===== src/hdl/crs_pkg.sv =====
// ----------------------------------------------------------------------------
// Catmull-Rom segment evaluator: shared package
// Widths, codes and control types used by the evaluator and its submodules.
// ----------------------------------------------------------------------------
package crs_pkg;

    localparam int AXES       = 3;
    localparam int WIN_DEPTH  = 4;
    localparam int COORD_W    = 16;  // point and position coordinate
    localparam int T_W        = 16;  // curve parameter, unsigned Q0.16
    localparam int D1_W       = 17;  // P2 - P0
    localparam int D_W        = 20;  // doubled quadratic and cubic coefficients
    localparam int OPND_W     = 38;  // multiplicand held between passes
    localparam int LO_W       = 19;  // low multiplicand chunk, unsigned
    localparam int CHUNK_W    = 20;  // signed chunk fed to the multiplier
    localparam int MUL_W      = 37;  // product of T and one chunk
    localparam int ACC_W      = 55;  // Horner accumulator
    localparam int POS_SHIFT  = 33;
    localparam int POS_W      = ACC_W - POS_SHIFT;
    localparam int R1_SHIFT   = 16;
    localparam int IN_DATA_W  = 64;
    localparam int OUT_DATA_W = 48;

    localparam logic OP_PUSH = 1'b0;
    localparam logic OP_EVAL = 1'b1;

    typedef logic [1:0] t_axis;
    localparam t_axis AXIS_FIRST = 2'd0;
    localparam t_axis AXIS_LAST  = 2'd2;

    typedef enum logic [2:0] {
        ST_IDLE,
        ST_LOAD,
        ST_MLO,
        ST_MHI,
        ST_WAIT
    } t_state;

    // Horner passes: s2, then s1, then s0.
    typedef enum logic [1:0] {
        STG_S2,
        STG_S1,
        STG_S0
    } t_stage;

    typedef struct packed {
        logic load;  // accumulator takes the preload value
        logic step;  // accumulator takes the running sum
        logic hi;    // multiply the high chunk, weighted by 2^19
    } t_mac_ctrl;

endpackage


===== src/hdl/crs_window.sv =====
// ----------------------------------------------------------------------------
// Catmull-Rom control point window
// Four-point shift window and the per-axis doubled spline coefficients.
// ----------------------------------------------------------------------------
module crs_window import crs_pkg::*; (
    input  logic                      i_clk,
    input  logic                      i_rst_n,
    input  logic                      i_push,
    input  logic signed [COORD_W-1:0] i_x,
    input  logic signed [COORD_W-1:0] i_y,
    input  logic signed [COORD_W-1:0] i_z,
    input  t_axis                     i_axis,
    output logic signed [D1_W-1:0]    o_d1,
    output logic signed [D_W-1:0]     o_d2,
    output logic signed [D_W-1:0]     o_d3,
    output logic signed [COORD_W-1:0] o_p1
);

    logic signed [COORD_W-1:0] r_win [WIN_DEPTH][AXES];
    logic signed [COORD_W-1:0] w_p [WIN_DEPTH];
    logic signed [D_W-1:0]     w_e0, w_e1, w_e2, w_e3;

    always_ff @(posedge i_clk) begin
        if (!i_rst_n) begin
            for (int i = 0; i < WIN_DEPTH; i++) begin
                for (int a = 0; a < AXES; a++) begin
                    r_win[i][a] <= '0;
                end
            end
        end else if (i_push) begin
            for (int i = 0; i < WIN_DEPTH - 1; i++) begin
                for (int a = 0; a < AXES; a++) begin
                    r_win[i][a] <= r_win[i+1][a];
                end
            end
            r_win[WIN_DEPTH-1][0] <= i_x;
            r_win[WIN_DEPTH-1][1] <= i_y;
            r_win[WIN_DEPTH-1][2] <= i_z;
        end
    end

    always_comb begin
        for (int i = 0; i < WIN_DEPTH; i++) begin
            unique case (i_axis)
                2'd0:    w_p[i] = r_win[i][0];
                2'd1:    w_p[i] = r_win[i][1];
                2'd2:    w_p[i] = r_win[i][2];
                default: w_p[i] = '0;
            endcase
        end
    end

    assign w_e0 = D_W'(w_p[0]);
    assign w_e1 = D_W'(w_p[1]);
    assign w_e2 = D_W'(w_p[2]);
    assign w_e3 = D_W'(w_p[3]);

    assign o_d1 = D1_W'(w_p[2]) - D1_W'(w_p[0]);
    // 2P0 - 5P1 + 4P2 - P3 and -P0 + 3P1 - 3P2 + P3, all exact in 20 bits.
    assign o_d2 = (w_e0 <<< 1) - (w_e1 <<< 2) - w_e1 + (w_e2 <<< 2) - w_e3;
    assign o_d3 = (w_e1 <<< 1) + w_e1 - (w_e2 <<< 1) - w_e2 + w_e3 - w_e0;
    assign o_p1 = w_p[1];

endmodule


===== src/hdl/crs_mac.sv =====
// ----------------------------------------------------------------------------
// Catmull-Rom shared multiply-accumulate unit
// One 17x20 signed multiplier and the Horner accumulator it feeds.
// ----------------------------------------------------------------------------
module crs_mac import crs_pkg::*; (
    input  logic                     i_clk,
    input  t_mac_ctrl                i_ctrl,
    input  logic        [T_W-1:0]    i_t,
    input  logic signed [OPND_W-1:0] i_opnd,
    input  logic signed [ACC_W-1:0]  i_load_val,
    output logic signed [ACC_W-1:0]  o_sum
);

    logic signed [ACC_W-1:0]   r_acc;
    logic signed [CHUNK_W-1:0] w_chunk;
    logic signed [MUL_W-1:0]   w_prod;
    logic signed [ACC_W-1:0]   w_term;

    // The multiplicand is split into an unsigned low chunk and a signed high chunk.
    assign w_chunk = i_ctrl.hi ? {i_opnd[OPND_W-1], i_opnd[OPND_W-1:LO_W]}
                               : {1'b0, i_opnd[LO_W-1:0]};
    assign w_prod  = MUL_W'($signed({1'b0, i_t})) * MUL_W'(w_chunk);
    assign w_term  = i_ctrl.hi ? (ACC_W'(w_prod) <<< LO_W) : ACC_W'(w_prod);
    assign o_sum   = r_acc + w_term;

    always_ff @(posedge i_clk) begin
        priority if (i_ctrl.load) begin
            r_acc <= i_load_val;
        end else if (i_ctrl.step) begin
            r_acc <= o_sum;
        end
    end

endmodule


===== src/hdl/catmull_rom_segment_eval_unit.sv =====
// ----------------------------------------------------------------------------
// Catmull-Rom segment evaluation unit
// Uniform Catmull-Rom spline evaluator for 3-D points in signed fixed point.
// ----------------------------------------------------------------------------
//  Port group  Dir  tdata (low bit up)                     tuser
//  s_axis      in   point_x, point_y, point_z, param_t     opcode
//  m_axis      out  pos_x, pos_y, pos_z                    saturated
//
//  A push item is taken and gives no result.
//  An evaluate item runs three Horner passes per axis on one shared multiplier,
//  each pass split over a low and a high multiplicand chunk, after a load step
//  for that axis. After the last axis the result is loaded into the output register, and the
//  input is ready again in the cycle after; a result still waiting holds it off.
//  The output register lets the next item in while a result waits to be taken.
//  Synchronous active-low reset clears the control point window to zeros.
// ----------------------------------------------------------------------------
module catmull_rom_segment_eval_unit import crs_pkg::*; (
    input  logic                  i_clk,
    input  logic                  i_rst_n,
    input  logic                  s_axis_tvalid,
    output logic                  s_axis_tready,
    input  logic [IN_DATA_W-1:0]  s_axis_tdata,   // point_x, point_y, point_z, param_t
    input  logic                  s_axis_tuser,   // opcode
    output logic                  m_axis_tvalid,
    input  logic                  m_axis_tready,
    output logic [OUT_DATA_W-1:0] m_axis_tdata,   // pos_x, pos_y, pos_z
    output logic                  m_axis_tuser    // saturated
);

    t_state                    r_state, n_state;
    t_stage                    r_stage;
    t_axis                     r_axis;
    logic        [T_W-1:0]     r_t;
    logic signed [OPND_W-1:0]  r_opnd;
    logic signed [COORD_W-1:0] r_pos [AXES];
    logic                      r_clip;
    logic [OUT_DATA_W-1:0]     r_out_data;
    logic                      r_out_user;
    logic                      r_out_valid;

    logic                      w_in_acc;
    logic                      w_push;
    logic                      w_start;
    t_mac_ctrl                 w_mac_ctrl;
    logic signed [ACC_W-1:0]   w_load_val;
    logic                      w_opnd_load;
    logic signed [OPND_W-1:0]  w_opnd_val;
    logic                      w_pos_wr;
    logic                      w_out_load;
    logic signed [ACC_W-1:0]   w_sum;
    logic signed [D1_W-1:0]    w_d1;
    logic signed [D_W-1:0]     w_d2, w_d3;
    logic signed [COORD_W-1:0] w_p1;
    logic signed [POS_W-1:0]   w_pos_full;
    logic [POS_W-COORD_W:0]    w_pos_top;
    logic                      w_clip;
    logic signed [COORD_W-1:0] w_pos_sat;

    assign s_axis_tready = (r_state == ST_IDLE);
    assign w_in_acc      = s_axis_tvalid && s_axis_tready;
    assign w_push        = w_in_acc && (s_axis_tuser == OP_PUSH);
    assign w_start       = w_in_acc && (s_axis_tuser == OP_EVAL);

    crs_window u_window (
        .i_clk   (i_clk),
        .i_rst_n (i_rst_n),
        .i_push  (w_push),
        .i_x     (s_axis_tdata[COORD_W-1:0]),
        .i_y     (s_axis_tdata[2*COORD_W-1:COORD_W]),
        .i_z     (s_axis_tdata[3*COORD_W-1:2*COORD_W]),
        .i_axis  (r_axis),
        .o_d1    (w_d1),
        .o_d2    (w_d2),
        .o_d3    (w_d3),
        .o_p1    (w_p1)
    );

    crs_mac u_mac (
        .i_clk      (i_clk),
        .i_ctrl     (w_mac_ctrl),
        .i_t        (r_t),
        .i_opnd     (r_opnd),
        .i_load_val (w_load_val),
        .o_sum      (w_sum)
    );

    // The final pass preloads the rounding constant, so the position is a plain slice.
    assign w_pos_full = w_sum[ACC_W-1:POS_SHIFT];
    assign w_pos_top  = w_pos_full[POS_W-1:COORD_W-1];
    assign w_clip     = !((&w_pos_top) || !(|w_pos_top));
    assign w_pos_sat  = w_clip ? (w_pos_full[POS_W-1] ? {1'b1, {(COORD_W-1){1'b0}}}
                                                      : {1'b0, {(COORD_W-1){1'b1}}})
                               : w_pos_full[COORD_W-1:0];

    always_comb begin
        n_state = r_state;
        unique case (r_state)
            ST_IDLE: begin
                if (w_start) n_state = ST_LOAD;
            end
            ST_LOAD: n_state = ST_MLO;
            ST_MLO:  n_state = ST_MHI;
            ST_MHI: begin
                if (r_stage == STG_S0) begin
                    n_state = (r_axis == AXIS_LAST) ? ST_WAIT : ST_LOAD;
                end else begin
                    n_state = ST_MLO;
                end
            end
            ST_WAIT: begin
                if (!r_out_valid || m_axis_tready) n_state = ST_IDLE;
            end
            default: n_state = ST_IDLE;
        endcase
    end

    always_comb begin
        w_mac_ctrl  = '0;
        w_load_val  = '0;
        w_opnd_load = 1'b0;
        w_opnd_val  = '0;
        w_pos_wr    = 1'b0;
        w_out_load  = 1'b0;
        unique case (r_state)
            ST_IDLE: ;
            ST_LOAD: begin
                // s2 starts from d2 * 2^16; d3 is the first multiplicand.
                w_mac_ctrl.load = 1'b1;
                w_load_val      = {{(ACC_W-D_W-16){w_d2[D_W-1]}}, w_d2, 16'h0000};
                w_opnd_load     = 1'b1;
                w_opnd_val      = OPND_W'(w_d3);
            end
            ST_MLO: begin
                w_mac_ctrl.step = 1'b1;
            end
            ST_MHI: begin
                w_mac_ctrl.hi = 1'b1;
                unique case (r_stage)
                    STG_S2: begin
                        // s1 starts from d1 * 2^32 plus the half LSB of r1.
                        w_mac_ctrl.load = 1'b1;
                        w_load_val      = {{(ACC_W-D1_W-32){w_d1[D1_W-1]}}, w_d1,
                                           32'h0000_8000};
                        w_opnd_load     = 1'b1;
                        w_opnd_val      = w_sum[OPND_W-1:0];
                    end
                    STG_S1: begin
                        // s0 starts from 2*P1 * 2^32 plus the half LSB of the position.
                        w_mac_ctrl.load = 1'b1;
                        w_load_val      = {{(ACC_W-COORD_W-33){w_p1[COORD_W-1]}}, w_p1,
                                           1'b1, 32'h0000_0000};
                        w_opnd_load     = 1'b1;
                        w_opnd_val      = w_sum[OPND_W+R1_SHIFT-1:R1_SHIFT];
                    end
                    STG_S0: begin
                        w_pos_wr = 1'b1;
                    end
                    default: ;
                endcase
            end
            ST_WAIT: begin
                w_out_load = !r_out_valid || m_axis_tready;
            end
            default: ;
        endcase
    end

    always_ff @(posedge i_clk) begin
        if (!i_rst_n) begin
            r_state     <= ST_IDLE;
            r_stage     <= STG_S2;
            r_axis      <= AXIS_FIRST;
            r_clip      <= 1'b0;
            r_out_valid <= 1'b0;
        end else begin
            r_state <= n_state;
            if (w_start) begin
                r_axis <= AXIS_FIRST;
                r_clip <= 1'b0;
            end
            if (r_state == ST_LOAD) begin
                r_stage <= STG_S2;
            end else if (r_state == ST_MHI) begin
                unique case (r_stage)
                    STG_S2:  r_stage <= STG_S1;
                    STG_S1:  r_stage <= STG_S0;
                    STG_S0:  r_stage <= STG_S2;
                    default: r_stage <= STG_S2;
                endcase
            end
            if (w_pos_wr) begin
                r_clip <= r_clip || w_clip;
                if (r_axis != AXIS_LAST) r_axis <= r_axis + 2'd1;
            end
            if (w_out_load) begin
                r_out_valid <= 1'b1;
            end else if (m_axis_tready) begin
                r_out_valid <= 1'b0;
            end
        end
    end

    always_ff @(posedge i_clk) begin
        if (w_start) r_t <= s_axis_tdata[3*COORD_W+T_W-1:3*COORD_W];
        if (w_opnd_load) r_opnd <= w_opnd_val;
        if (w_pos_wr) begin
            for (int a = 0; a < AXES; a++) begin
                if (r_axis == t_axis'(a)) r_pos[a] <= w_pos_sat;
            end
        end
        if (w_out_load) begin
            r_out_data <= {r_pos[2], r_pos[1], r_pos[0]};
            r_out_user <= r_clip;
        end
    end

    assign m_axis_tvalid = r_out_valid;
    assign m_axis_tdata  = r_out_data;
    assign m_axis_tuser  = r_out_user;

    a_eval_start: assert property (@(posedge i_clk) disable iff (!i_rst_n)
        w_start |=> (r_state == ST_LOAD) && (r_axis == AXIS_FIRST) && !r_clip)
        else $error("evaluate item did not start at the first axis");

    a_push_stays_idle: assert property (@(posedge i_clk) disable iff (!i_rst_n)
        w_push |=> (r_state == ST_IDLE))
        else $error("push item left the idle state");

    a_out_from_wait: assert property (@(posedge i_clk) disable iff (!i_rst_n)
        $rose(r_out_valid) |-> ($past(r_state) == ST_WAIT))
        else $error("result appeared outside the hand-off state");

    a_mlo_order: assert property (@(posedge i_clk) disable iff (!i_rst_n)
        (r_state == ST_MLO) |-> (($past(r_state) == ST_LOAD) || ($past(r_state) == ST_MHI)))
        else $error("low multiply pass entered out of order");

    a_axis_range: assert property (@(posedge i_clk) disable iff (!i_rst_n)
        r_axis <= AXIS_LAST)
        else $error("axis counter out of range");

endmodule


===== config.mk =====
export PLATFORM = sky130hd
export DESIGN_NAME = catmull_rom_segment_eval_unit
export DESIGN_NICKNAME = d
export VERILOG_FILES = /design/src/hdl/crs_pkg.sv /design/src/hdl/crs_window.sv /design/src/hdl/crs_mac.sv /design/src/hdl/catmull_rom_segment_eval_unit.sv
export SDC_FILE = /design/constraint.sdc
export NUM_CORES = 2
export LEC_CHECK = 0
export BUFFER_PORTS_ARGS = -buffer_cell sky130_fd_sc_hd__buf_2
export CAP_MARGIN = 20
export CORE_UTILIZATION = 58
export DETAILED_ROUTE_END_ITERATION = 8
export GPL_ROUTABILITY_DRIVEN = 0
export PLACE_DENSITY_LB_ADDON = 0.15
export SKIP_CTS_REPAIR_TIMING = 1
export SLEW_MARGIN = 20
export SYNTH_ARGS = -nofsm -noshare
export SYNTH_HDL_FRONTEND = slang
export SYNTH_HIERARCHICAL = 1
export SYNTH_SLANG_ARGS = --single-unit

===== constraint.sdc =====
create_clock -name i_clk -period 12.5 [get_ports i_clk]
set_input_delay 0.625 -clock i_clk [delete_from_list [all_inputs] [get_ports i_clk]]
set_output_delay 0.625 -clock i_clk [all_outputs]
set_load 0.02 [all_outputs]

### Yosys cells after proc, flatten, opt, wreduce, memory -nomap -nowiden

Memory sizes are Yosys's and may differ from the RTL's. A register that Yosys moved wholly into a read port is not among the register bits.
Index checks and enable logic that the tools add are counted.

| storage, ports and cells | value |
|---|---|
| logic and storage cells | 136 |
| output and inout port bits | 51 |
| bits in registers | 119 |
| memories | 2 |
| input bits | 69 |
| RAM bits | 240 |

| cells by class | value |
|---|---|
| reduce and logical (&&, ||, !) cells | 22 |
| equality and inequality tests | 11 |
| muxes and demuxes | 65 |
| add/subtract/negate cells | 12 |
| bitwise gates (word level) | 14 |
| multipliers | 1 |

Memories:

| memory | words | bits a word | read ports | clocked after memory_dff | wr ports | RTL line | text |
|---|---|---|---|---|---|---|---|
| u_window.r_win | 4 | 48 | 4 | 0 | 4 | crs_window.sv:19 | `logic signed [COORD_W-1:0] r_win [WIN_DEPTH][AXES];` |
| r_pos | 3 | 16 | 3 | 3 | 1 | catmull_rom_segment_eval_unit.sv:35 | `logic signed [COORD_W-1:0] r_pos [AXES];` |

Operators with widths:

| kind | number |
|---|---|
| $mux W16 | 16 |
| $pmux W55 S2 | 2 |
| $pmux W16 S3 | 4 |
| $mux W55 | 3 |
| $pmux W38 S2 | 2 |
| $sub A20 B16 Y20 | 3 |
| $add A55 B55 Y55 | 1 |
| $mul A17 B20 Y37 | 1 |
| $reduce_or A16 Y1 | 2 |
| $mux W1 | 25 |
| $add A20 B16 Y20 | 1 |
| $add A20 B18 Y20 | 1 |
| $mux W20 | 1 |
| $sub A19 B16 Y20 | 1 |
| $sub A17 B18 Y19 | 1 |
| $sub A18 B17 Y19 | 1 |
| $add A17 B16 Y18 | 1 |
| $sub A16 B16 Y17 | 1 |
| $pmux W3 S5 | 1 |
| $mux W3 | 4 |
| $or A1 B1 Y1 | 12 |
| $mux W2 | 5 |
| $reduce_and A7 Y1 | 1 |
| $reduce_or A7 Y1 | 1 |
| 19 further kinds | 34 |

### Logic depth before layout (Yosys ltp)

| logic depth | value |
|---|---|
| word-level depth | 12 |
| mapped depth | 46 |
| gate-level depth less buffers | 40 |

### Hierarchy

The synthesis kept the hierarchy.

By module, submodules not included:

| module | cells an instance | instances | area each (um2) | seq. area each (um2) |
|---|---|---|---|---|
| crs_mac | 2,106 | 1 | 18,156.2 | 1,651.6 |
| crs_window | 1,314 | 1 | 14,113.5 | 5,765.5 |
| catmull_rom_segment_eval_unit | 423 | 1 | 6,434.9 | 4,714.5 |

### Worst setup path after synthesis

Ideal clock, no wire load.

| timing path | value |
|---|---|
| path kind | reg2reg |
| start point | register r_state[0] |
| end point | memory r_pos[0][0], data pin |
| data required time | 12,360 ps |
| setup time | 140 ps |
| path buffers | 6 |
| arrival | 10,512 ps |
| path slack | 1,848 ps |
| cell stages (with the launch flop) | 44 |
| cells stage by stage | dfxtp_1 > buf_4 > nor2b_1 > and2_1 > clkbuf_1 > clkbuf_1 > buf_1 > mux2_2 > and2_1 > fa_1 > inv_1 > fa_1 > fa_1 > inv_1 > fa_1 > fa_1 > inv_1 > fa_1 > [... 8 more ...] > a21oi_1 > xor2_1 > o21ai_0 > ha_1 > clkbuf_1 > a21o_1 > a21o_1 > a21oi_1 > o22ai_1 > a2111oi_0 > nand4_1 > nand2_1 > mux2i_1 > and2_1 > and2_1 > clkbuf_1 > a21bo_2 > o21a_1 |

RTL lines:

| element | RTL line | text |
|---|---|---|
| from (decl) | catmull_rom_segment_eval_unit.sv:30 | `t_state r_state, n_state;` |
| from (signal assigned) | catmull_rom_segment_eval_unit.sv:176 | `r_state <= n_state;` |
| to (decl) | catmull_rom_segment_eval_unit.sv:35 |  |

==> impl_metrics.toml <==
[worst_setup_path]
cp-start-kind = "flop"
critical_path.max_fanout = 35
reg2regPathDepth = 37
crit_top_cell = "fa_1"
end_kind = "flop"
criticalPathCategory = "flop to flop"
ff2ff_setup_slack_ps = 780
r2r_end = "r_pos[0][17]$_DFFE_PP_"
slowest_delay_ps = 620
cp-endpoint = "r_pos[0][17]$_DFFE_PP_"
cp_data_required_time_ps = 12930
critPathSlowestCell = "a2111oi_0"
reg2reg_from = "r_state[0]$_SDFFE_PN0P_"
worstSetupStartpoint = "r_state[0]$_SDFFE_PN0P_"
crit_arrival_ps = 12160

[sta]
fin_setup_tns_ps = 0
finalSetupViolations = 0
slew_violations = 0
fin_crit_ps = 11720
hold_violations = 0
clock_skew_ps = 36.13
rsz0062_at_grt = "no"
max_freq_mhz = 85.29
maxSlewHeadroom_pct = 28.44
fin_crit_sh_pct = 93.80
worstMarginPinSlew_ps = 1073

[hold_path]
min_from = "s_axis_tdata[53]"
hold_class = "input pin to flop"

[grt]
grtUsageMet3_pct = 3.623
busiest_layer = "met2"
grt_pass1_vias = 27919
grt_max_degree = 193
gr-usage-met2_pct = 50.58
antenna_found_initial = 2
grt_pass1_wl_mm = 153.7
grt_remaining_overflow = 0
grt_usage_pct = 29.55
use_met1_pct = 38.12

[layout]
drive_above_1_share_pct = 8.491
fin_nets = 4588
synthToLayoutAreaGrowth_pct = 7.422
nFillCells = 5440
multiInputGateArea_um2 = 23400
seqCellArea_um2 = 12140

[floorplan]
design.core.area_um2 = 65860
dieArea_um2 = 67770
die_w_um = 260.3
ios = 120
dieHeight_um = 260.3
initial_core_util_pct = 58.77
row_count = 94

[synth]
synth_edf_count = 398
synth_cell_types = 83
synth.yosys.warnings = 6
netlist_top_cells_area = "edfxtp_1, fa_1, ha_1"
async_flop_share_pct = 0
ys_seq_elements = 407
seq_area_frac_synth_pct = 31.34
yosysTopAreaCell = "edfxtp_1"
synthFlopType = "edfxtp_1"
netlist.area_leader.share_pct = 30.88
avgSynthCellArea_um2 = 10.07
syn_area_um2 = 38700
synthCells = 3843

[routing]
postRouteAntennaNets = 0
vias = 27567
drc = 0
wirelength_mm = 98.90
post_drt_via_cell_ratio = 5.773
detail_route.wl_per_cell_um = 20.71
drtIter0Drc = 2249
dr.pass1.iters = 6

[clock_tree]
path_clk_slew_ps = 60
cts_sinks = 407
htreeDepth = 2
ctsRootBufferMaster = "clkbuf_16"
insertion_delay_ps = 600
cts_buffers = 47
cts_tree = "done"
clock_path_buffers = 3

[place]
port_buffers = 119
dpl.hpwl_mm = 75.62

[outcome]
status = "completed"

[job]
max_cap_violations = 0
-- layout by cell type, fill, tap and decap left out, types with 15 or more instances in the layout --
cell,instances
nor3_1,21
fa_1,437
a21o_1,54
mux2i_1,123
o21ai_0,120
a31oi_1,17
xnor2_1,80
nand3_1,36
xor2_1,53
nand4_1,27
ha_1,208
and3_1,209
mux2_2,55
o211ai_1,19
nor2_1,107
o21ai_1,30
edfxtp_1,398
clkbuf_16,48
and2_1,160
inv_1,663
buf_4,43
conb_1,15
a21oi_1,156
nand2b_1,22
o21a_1,63
buf_2,118
nand2_1,408
-- synth_stat cells (6+ instances only) --
| master | instances |
|---|---|
| a211oi_1 | 11 |
| a21o_1 | 54 |
| a21oi_1 | 157 |
| a2bb2oi_1 | 10 |
| a31oi_1 | 17 |
| and2_1 | 162 |
| and3_1 | 209 |
| and4_1 | 6 |
| buf_2 | 22 |
| buf_4 | 10 |
| clkbuf_1 | 157 |
| dfxtp_1 | 9 |
| edfxtp_1 | 398 |
| fa_1 | 437 |
| ha_1 | 208 |
| inv_1 | 663 |
| mux2_2 | 55 |
| mux2i_1 | 123 |
| nand2_1 | 408 |
| nand2b_1 | 23 |
| nand3_1 | 36 |
| nand4_1 | 27 |
| nor2_1 | 109 |
| nor2b_1 | 14 |
| nor3_1 | 23 |
| nor3b_1 | 7 |
| o211ai_1 | 19 |
| o21a_1 | 63 |
| o21ai_0 | 120 |
| o21ai_1 | 30 |
| o21bai_1 | 11 |
| o31ai_1 | 13 |
| or2_2 | 8 |
| xnor2_1 | 80 |
| xor2_1 | 53 |
-- state kept, by name, indices dropped and copies added (netlist names) --
signal and flops:
m_axis_tdata 48, m_axis_tuser 1, m_axis_tvalid 1, r_axis 2, r_clip 1, r_opnd 38, r_pos 48, r_stage 2
r_state 3, r_t 16, u_mac/r_acc 55, u_window/r_win 192
-- cells by family after synthesis --
kind of cell,Yosys count,synth area share (%)
muxes,178,4.781
other,1,0.009689
adders and majority gates,645,29.33
xor gates and xnor gates,134,3.068
buffers and inverters,859,8.499
and+or+nand+nor,1053,13.69
DFF,407,31.34
AOI/OAI and AO/OA,566,9.284
-- layer usage --
metal / share of wire, % / vias up
met4: 4.4 / 0
li1: - / 12701
met5: 0 / -
met3: 6.0 / 206
met2: 49 / 910
met1: 40 / 13750
-- critical path, delay by kind of cell (launching register included) --
kind,cells,cell delay (ps)
simple gates,6,1750
compound gates,16,4200
flops,1,520
xor+xnor,1,240
mux,1,550
fa+ha+maj,8,3900
buf+inv,5,360
-- stage by stage --
stage	area (um^2)	hold slack (ps)	cells	setup slack, ps	utilization, %
floorplan	38760	400.3	3857	1848	-
global placement	40050	402.4	4689	812.6	60.81
detailed placement	40050	404.5	4689	536.9	60.81
CTS	41570	195.8	4774	484.2	63.12
global route	41580	199.8	4775	70.56	63.13
finish	41580	219.8	4775	775.2	63.13
-- how the worst min path moves through the flow --
stage,endpoint,slack (ps),cells after the start
2_1_floorplan,m_axis_tdata[0]$_DFFE_PP_,400,0
3_3_place_gp,m_axis_tdata[34]$_DFFE_PP_,400,0
3_5_place_dp,m_axis_tdata[6]$_DFFE_PP_,400,0
4_1_cts,r_t[8]$_DFFE_PP_,200,1
5_1_grt,r_t[8]$_DFFE_PP_,200,1
6_report,r_t[5]$_DFFE_PP_,220,1
-- cell type report --
type                       instances  area share [%]
antenna                            1        0.006019
clock buffer                      54           2.943
clock inverter                    31          0.7162
inverter                         665           6.004
multi-input combinational       2591           56.29
sequential                       407           29.20
tap                              864           2.600
timing repair buffer             162           2.245
Power is not shown: default switching activity piles up to over one toggle a cycle in this logic, so the estimate is an artifact.
